**config.mk**
```make
export PLATFORM = sky130hd
export DESIGN_NAME = tjik_mag
export DESIGN_NICKNAME = d
export VERILOG_FILES = /design/src/sv/tjik_pkg.sv /design/src/sv/tjik_mag.sv
export SDC_FILE = /design/constraint.sdc
export NUM_CORES = 1
export LEC_CHECK = 0
export BUFFER_PORTS_ARGS = -buffer_cell sky130_fd_sc_hd__buf_2
export CORE_MARGIN = 3
export CORE_UTILIZATION = 28
export DETAILED_ROUTE_END_ITERATION = 10
export SLEW_MARGIN = 0
export SYNTH_ARGS = -nofsm -noshare
export SYNTH_HDL_FRONTEND = slang
export SYNTH_SLANG_ARGS = --single-unit
```
**constraint.sdc**
```tcl
create_clock -name clk -period 3.75 [get_ports clk]
set_clock_uncertainty 0.05 [all_clocks]
set_input_delay 0.9375 -clock clk [delete_from_list [all_inputs] [get_ports clk]]
set_output_delay 0.9375 -clock clk [all_outputs]
set_load 0.02 [all_outputs]
```
**src/sv/tjik_pkg.sv**
```systemverilog
// ----------------------------------------------------------------------------
// tjik_pkg
// Shared constants, codes and types of the three-joint leg inverse
// kinematics core.
// ----------------------------------------------------------------------------
package tjik_pkg;

	localparam int CORDIC_STEPS_DEF        = 16;
	localparam int COORD_BITS_DEF          = 16;
	localparam int ANGLE_FRACTION_BITS_DEF = 6;

	localparam int AQ      = 20;
	localparam int ANG_W   = 32;
	localparam int CW      = 42;
	localparam int NW      = 38;
	localparam int AW      = 35;
	localparam int LEN_W   = 12;
	localparam int DQ_W    = 18;
	localparam int NORM_SH = 30;

	localparam logic [23:0]              INVK_Q24      = 24'd10188014;
	localparam logic [29:0]              INV_SQRT2_Q30 = 30'd759250125;
	localparam logic signed [ANG_W-1:0]  DEG90         = 32'sd94371840;
	localparam logic [DQ_W-1:0]          DIAG_MAX      = 18'd131072;

	localparam logic signed [31:0] ATAN_Q20 [32] = '{
		32'sd47185920, 32'sd27855475, 32'sd14718068, 32'sd7471121,
		32'sd3750058,  32'sd1876857,  32'sd938658,   32'sd469357,
		32'sd234682,   32'sd117342,   32'sd58671,    32'sd29335,
		32'sd14668,    32'sd7334,     32'sd3667,     32'sd1833,
		32'sd917,      32'sd458,      32'sd229,      32'sd115,
		32'sd57,       32'sd29,       32'sd14,       32'sd7,
		32'sd4,        32'sd2,        32'sd1,        32'sd0,
		32'sd0,        32'sd0,        32'sd0,        32'sd0
	};

	typedef enum logic [7:0] {
		REG_COXA   = 8'd0,
		REG_FEMUR  = 8'd1,
		REG_TIBIA  = 8'd2,
		REG_CORNER = 8'd3
	} cfg_reg_t;

	typedef enum logic [1:0] {
		CORNER_BACK_LEFT   = 2'd0,
		CORNER_FRONT_RIGHT = 2'd1,
		CORNER_FRONT_LEFT  = 2'd2,
		CORNER_BACK_RIGHT  = 2'd3
	} corner_t;

	typedef struct packed {
		logic        fault;
		logic [13:0] bend;
		logic [15:0] pitch;
		logic [14:0] yaw;
	} out_beat_t;

endpackage

```
**src/sv/tjik_mag.sv**
```systemverilog
// ----------------------------------------------------------------------------
// tjik_mag
// CORDIC gain removal: x times 1/K in Q24, split into two partial products
// over two stages.
// ----------------------------------------------------------------------------
module tjik_mag
	import tjik_pkg::*;
#(
	parameter int W  = CW,
	parameter int SW = 1
) (
	input  logic          clk,
	input  logic          arst_n,
	input  logic          en,
	input  logic          in_valid,
	input  logic [W-1:0]  in_x,
	input  logic [SW-1:0] in_side,
	output logic          out_valid,
	output logic [W-1:0]  out_mag,
	output logic [SW-1:0] out_side
);

	localparam int LO_W = W / 2;
	localparam int HI_W = W - LO_W;

	logic [HI_W+23:0] phi_s1;
	logic [LO_W+23:0] plo_s1;
	logic [SW-1:0]    side_s1;
	logic [W-1:0]     mag_s2;
	logic [SW-1:0]    side_s2;
	logic [1:0]       v_q;
	logic [W+23:0]    sum;

	assign sum = {phi_s1, {LO_W{1'b0}}} + (W+24)'(plo_s1);

	always_ff @(posedge clk or negedge arst_n) begin
		if (!arst_n) begin
			v_q <= '0;
		end else if (en) begin
			v_q <= {v_q[0], in_valid};
		end
	end

	always_ff @(posedge clk) begin
		if (en) begin
			phi_s1  <= in_x[W-1:LO_W] * INVK_Q24;
			plo_s1  <= in_x[LO_W-1:0] * INVK_Q24;
			side_s1 <= in_side;
			mag_s2  <= sum[W+23:24];
			side_s2 <= side_s1;
		end
	end

	assign out_valid = v_q[1];
	assign out_mag   = mag_s2;
	assign out_side  = side_s2;

endmodule

```
# Yosys cells after proc, flatten, opt, wreduce, memory -nomap -nowiden
# Cells that the tools add are included.
# word_totals
output_inout_bits	44
inputBits	47
mem_bits_ro	0
word_cells	9
register_bits	134
mem_bits_rw	0
n_memories	0
latchBits	0
# op_classes
eq_ne	0
n_addsub	1
muxes	0
mul	2
n_reduce_logical	0
shift	0
n_lt_le_gt_ge	0
n_div	0
n_bitwise	0
# op_table
cell	n
multiplier 21 x 23 -> 44 bit (second input constant)	2
adder 66 x 45 -> 66 bit	1

# Longest topological paths before layout
# logic_depth
depth_word	1
depth_mapped	24
ltp_nobuf	23

# Worst setup path after synthesis
# OpenSTA, ideal clock, no wires.
# synth_path
path_kind	input -> register
from	in in_x[9]
to	reg plo_s1[33] (data pin)
path_stages	21
slack_ns	-3.016
t_arrival_ns	6.457
setup_ns	0.260
required_time_ns	3.440
path_buffers	0
path_cell_list	fa_1 > fa_1 > inv_1 > fa_1 > fa_1 > inv_1 > fa_1 > fa_1 > inv_1 > fa_1 > inv_1 > ha_1 > and2_4 > and3_4 > a32o_1 > a211o_1 > a2111oi_2 > or2_1 > o21ai_2 > a21oi_2 > xnor2_1
# synth_between
elab_chain_cells	1
# synth_lines
element	line	rtl
start: declaration	tjik_mag.sv:16	input logic [W-1:0] in_x,
multiplier 21 x 23 -> 44 bit	tjik_mag.sv:47	plo_s1 <= in_x[LO_W-1:0] * INVK_Q24;
end signal: assignment	tjik_mag.sv:47	
end: declaration	tjik_mag.sv:27	logic [LO_W+23:0] plo_s1;
# No other way between the ends.
# A chain may end at the register's enable or synchronous reset.

# Worst setup path in the final report
# layout_path
from	in in_x[4]
to	reg plo_s1[39] (data pin)
# The elaborated chain is that of the path after synthesis.

==> impl_summary.log <==
[metrics] status: finished with violations
[metrics] violations in the final reports: negative setup slack
[metrics] kind of start point of the critical path: input port
[metrics] most used cell along the critical path: fa_1
[metrics] count of endpoints failing hold in the final timing report: 0
[metrics] Warnings, synthesis: 0
[metrics] maxcap violations: 0
[metrics] Reg-to-Reg End: out_mag[28]
[metrics] Worst EP arrival: roughly 6.5 ns
[metrics] routability-driven placement congestion ratio: slightly above 0.9
[metrics] Filler Cell Count: 7944
[metrics] Antenna Cells: 0
[metrics] fraction of post-synthesis cell area in the top cell type by area: 0.369
[metrics] largest net degree at the start of global routing: 56
[metrics] clock network latency to the later pin of the worst-skew pair: 0.42 ns
[metrics] area growth from synthesis to final layout: 33.6%
[metrics] Die Outline Area: between 80000 and 90000 µm²
[metrics] worst path setup slack after routing: -2.66 ns
[metrics] Initial Util: 0.283
[metrics] maximum achievable frequency: approximately 0.16 GHz
[metrics] critical path's largest stage delay: 0.59 ns
[metrics] Tightest Pin Transition: 0.600 ns
[metrics] Setup CP Type: input port to register
[metrics] initial detailed-routing violation count: a little over 600
[metrics] cell type with the highest aggregate area in the netlist: fa_1
[metrics] sort of element at the end of the critical path: register
[metrics] Num CTS Buffers: 17
[metrics] met2 track demand over resource in global routing: 0.246
[metrics] net count after synthesis: 2997
[metrics] Initial DRT Pass Iterations: 5
[metrics] total overflow reported by the global router: 0
[metrics] number of enable-type register cells in the synthesized netlist: 111
[metrics] clock transition at the registers of the reported paths: approximately 0.060 ns
[metrics] synthesized instance count: between 2000 and 2500
[metrics] antenna-violating nets left: 0
[metrics] DRC Markers: 0
[metrics] wire per inst: between 15 and 20 µm
[metrics] initial antenna violation count: 3
[metrics] via count: 16500
[metrics] die height: 292 µm
[metrics] Post-synth top flop: edfxtp_1
[metrics] mapped cell area: 22900 µm²
[metrics] CTS Hold Buffers Added: 0
[metrics] maximum number of buffers from clock root to sink: 2
[metrics] async set-or-reset flop fraction in the synthesized netlist: 0.0177
[metrics] die width: just under 300 µm
[metrics] HPWL reported at the end of detailed placement: ~53 mm
[metrics] final-stage net count: 3593
[metrics] standard-cell rows: about 100
[metrics] post-synthesis average cell area: 10.7 µm²
[metrics] met1 routing resource usage after global routing: 0.194
[metrics] number of I/O pins: 91
[metrics] worst hold-check slack: 0.246 ns
[metrics] slew margin rel.: 0.595
[metrics] flop and latch count out of synthesis: 113
[metrics] CTS tree: yes
[metrics] count of port buffers added during placement: 90
[metrics] required time of the critical path: 3.86 ns
[metrics] Critical-path top delay cell: fa_1
[metrics] vias in the first global route: 18500
[metrics] met3 demand-to-capacity share in global routing: 0.0258
[metrics] reg-to-reg setup timing slack: roughly 0.54 ns
[metrics] CTS root buffer: clkbuf_16
[metrics] Sinks on Clock Net: 113
[metrics] cells along the critical path: clkbuf_4 > fa_1 > ha_2 > inv_2 > fa_1 > inv_2 > fa_1 > fa_2 > fa_1 > inv_2 > fa_1 > inv_2 > ha_4 > and2_4 > and3_4 > a32o_2 > a21oi_4 > buf_4 > o21a_4 > o41ai_4 > o31a_1 > a221oi_2 > xnor2_1
[metrics] final worst-path cycle share: 1.71
[metrics] aggregate routed wire length: 59.1 mm
[metrics] Via density: 4.34
[metrics] Core Box Area: 80700 µm²
[metrics] most used routing layer in global routing: met2
[metrics] combined global-route utilization of all metal layers: 0.145
[metrics] setup repair after global routing missed its margin: true
[metrics] Worst R2R Start: phi_s1[2]
[metrics] wire length of the first global-routing pass: 97.0 mm
[metrics] Finish-stage setup viols: 61
[metrics] largest fanout on the critical path: 5
[metrics] time the worst path needs with I/O delays and setup: 6.41 ns
[metrics] CTS H-Tree Depth: 4
[metrics] share of layout cells above drive strength 1: 0.318
[metrics] unique cell type count in the Yosys netlist: between 70 and 80
[metrics] type of the tightest min-delay check: input port to asynchronous set/reset pin
[metrics] fraction of the yosys area taken by sequential cells: 0.148
[metrics] top cells by area in the synthesized netlist: fa_1 (37%), ha_1 (22%), edfxtp_1 (15%), inv_1 (9.8%), xnor2_1 (2.7%)
[metrics] count of cells along the worst register-to-register path: 10
[metrics] final slew viol count: 0
==> state kept, by name, indices dropped and copies added, names as in the netlist <==
register	flops
out_mag	42
v_q	2
phi_s1	44
out_side	1
plo_s1	23
side_s1	1
==> cells in the final DEF (no fill, tap or decap), drive strengths merged, types with 10 or more instances in the layout <==
cell | Yosys | final
buf | 3 | 594
o21a | 10 | 10
nor2b | 11 | 11
xor2 | 30 | 30
nor2 | 53 | 53
and3 | 14 | 14
clkbuf | 15 | 18
a31oi | 14 | 14
a21o | 48 | 48
nand3 | 31 | 31
fa | 421 | 421
o21ai | 41 | 41
nand2 | 59 | 59
edfxtp | 111 | 111
inv | 596 | 603
nand4 | 18 | 18
ha | 399 | 399
xnor2 | 71 | 71
a21oi | 88 | 88
==> routing by layer <==
layer,up-vias,share of wire
li1,7987,-
met1,8209,0.46
met2,240,0.48
met3,62,0.037
met4,0,0.022
met5,-,0
==> repair_timing <==
item	4_1_cts	5_1_grt
pin swaps	117	88
gates resized for setup	190	93
cloned	0	0
buffers inserted	26	17
endpoints found under the setup margin	62	62
==> synth_stat cells (2+ instances only) <==
| cell | n |
|---|---|
| inv_1 | 596 |
| fa_1 | 421 |
| ha_1 | 399 |
| edfxtp_1 | 111 |
| a21oi_1 | 83 |
| xnor2_1 | 71 |
| nand2_1 | 59 |
| nor2_1 | 53 |
| a21o_1 | 48 |
| o21ai_0 | 35 |
| nand3_1 | 31 |
| xor2_1 | 30 |
| nand4_1 | 18 |
| clkbuf_1 | 15 |
| a31oi_1 | 14 |
| and3_1 | 13 |
| nor2b_1 | 11 |
| nor3_1 | 9 |
| o21a_1 | 9 |
| o21bai_1 | 9 |
| o211ai_1 | 8 |
| a21oi_2 | 5 |
| nand2b_1 | 5 |
| a211oi_1 | 4 |
| and4_1 | 4 |
| o21ai_1 | 4 |
| o31ai_1 | 4 |
| a211o_1 | 3 |
| or2_2 | 3 |
| a2111oi_0 | 2 |
| a21boi_1 | 2 |
| a311oi_1 | 2 |
| a41oi_1 | 2 |
| and2_1 | 2 |
| buf_2 | 2 |
| dfrtp_1 | 2 |
| mux2_2 | 2 |
| o21ai_2 | 2 |
| o22a_1 | 2 |
| o31ai_4 | 2 |
| o41ai_2 | 2 |
| or3_1 | 2 |
==> cell families (layout without fill, tap and decap cells) <==
family | Yosys count | count (layout) | synth area share
fa+ha+maj | 820 | 820 | 0.587
mux | 2 | 2 | 0.000985
buf+inv | 614 | 1223 | 0.101
xor+xnor | 101 | 101 | 0.0387
compound gates | 262 | 262 | 0.0777
flops | 113 | 113 | 0.148
simple gates | 218 | 218 | 0.0466
==> cell type report <==
class | count | area (µm²) | share of cell area
Tap cell | 1060 | 1330 | 0.0434
Clock buffer | 17 | 425 | 0.0139
Timing Repair Buffer | 595 | 4590 | 0.150
Multi-Input combinational cell | 1403 | 18400 | 0.603
Clock inverter | 15 | 149 | 0.00487
Sequential cell | 113 | 3380 | 0.111
Inverter | 596 | 2240 | 0.0733
==> critical path, delay by kind of cell <==
family	cells	cell delay (ns)
adder cells (fa/ha/maj)	8	3.54
buffers and inverters	6	0.48
XOR/XNOR	1	0.09
AND/OR/NAND/NOR	2	0.31
AO/OA/AOI/OAI	6	1.16
==> stage by stage <==
stage               cell area [µm²]  setup WS, ns   util  TNS (ns)  cells
finish                        30500         -2.66  0.379   -136.53   3799
global route                  30500         -2.81  0.379   -144.58   3799
CTS                           30000         -2.67  0.372   -134.95   3787
detailed placement            28500         -3.27  0.353   -166.48   3733
global placement              28500         -3.18  0.353   -164.95   3733
floorplan                     23200         -2.83      -   -132.85   2130
==> worst max-delay path by stage <==
stage | depth (start not counted) | from | end | slack, ns
finish | 23 | in_x[4] | plo_s1[39] | -2.66
global route | 23 | in_x[5] | plo_s1[44] | -2.81
CTS | 22 | in_x[11] | plo_s1[42] | -2.67
detailed placement | 21 | in_x[38] | phi_s1[41] | -3.27
global placement | 21 | in_x[38] | phi_s1[41] | -3.18
floorplan | 20 | in_x[38] | phi_s1[41] | -2.83
Power is not shown: default switching activity piles up to over one toggle a cycle in this logic, so the estimate is an artifact.
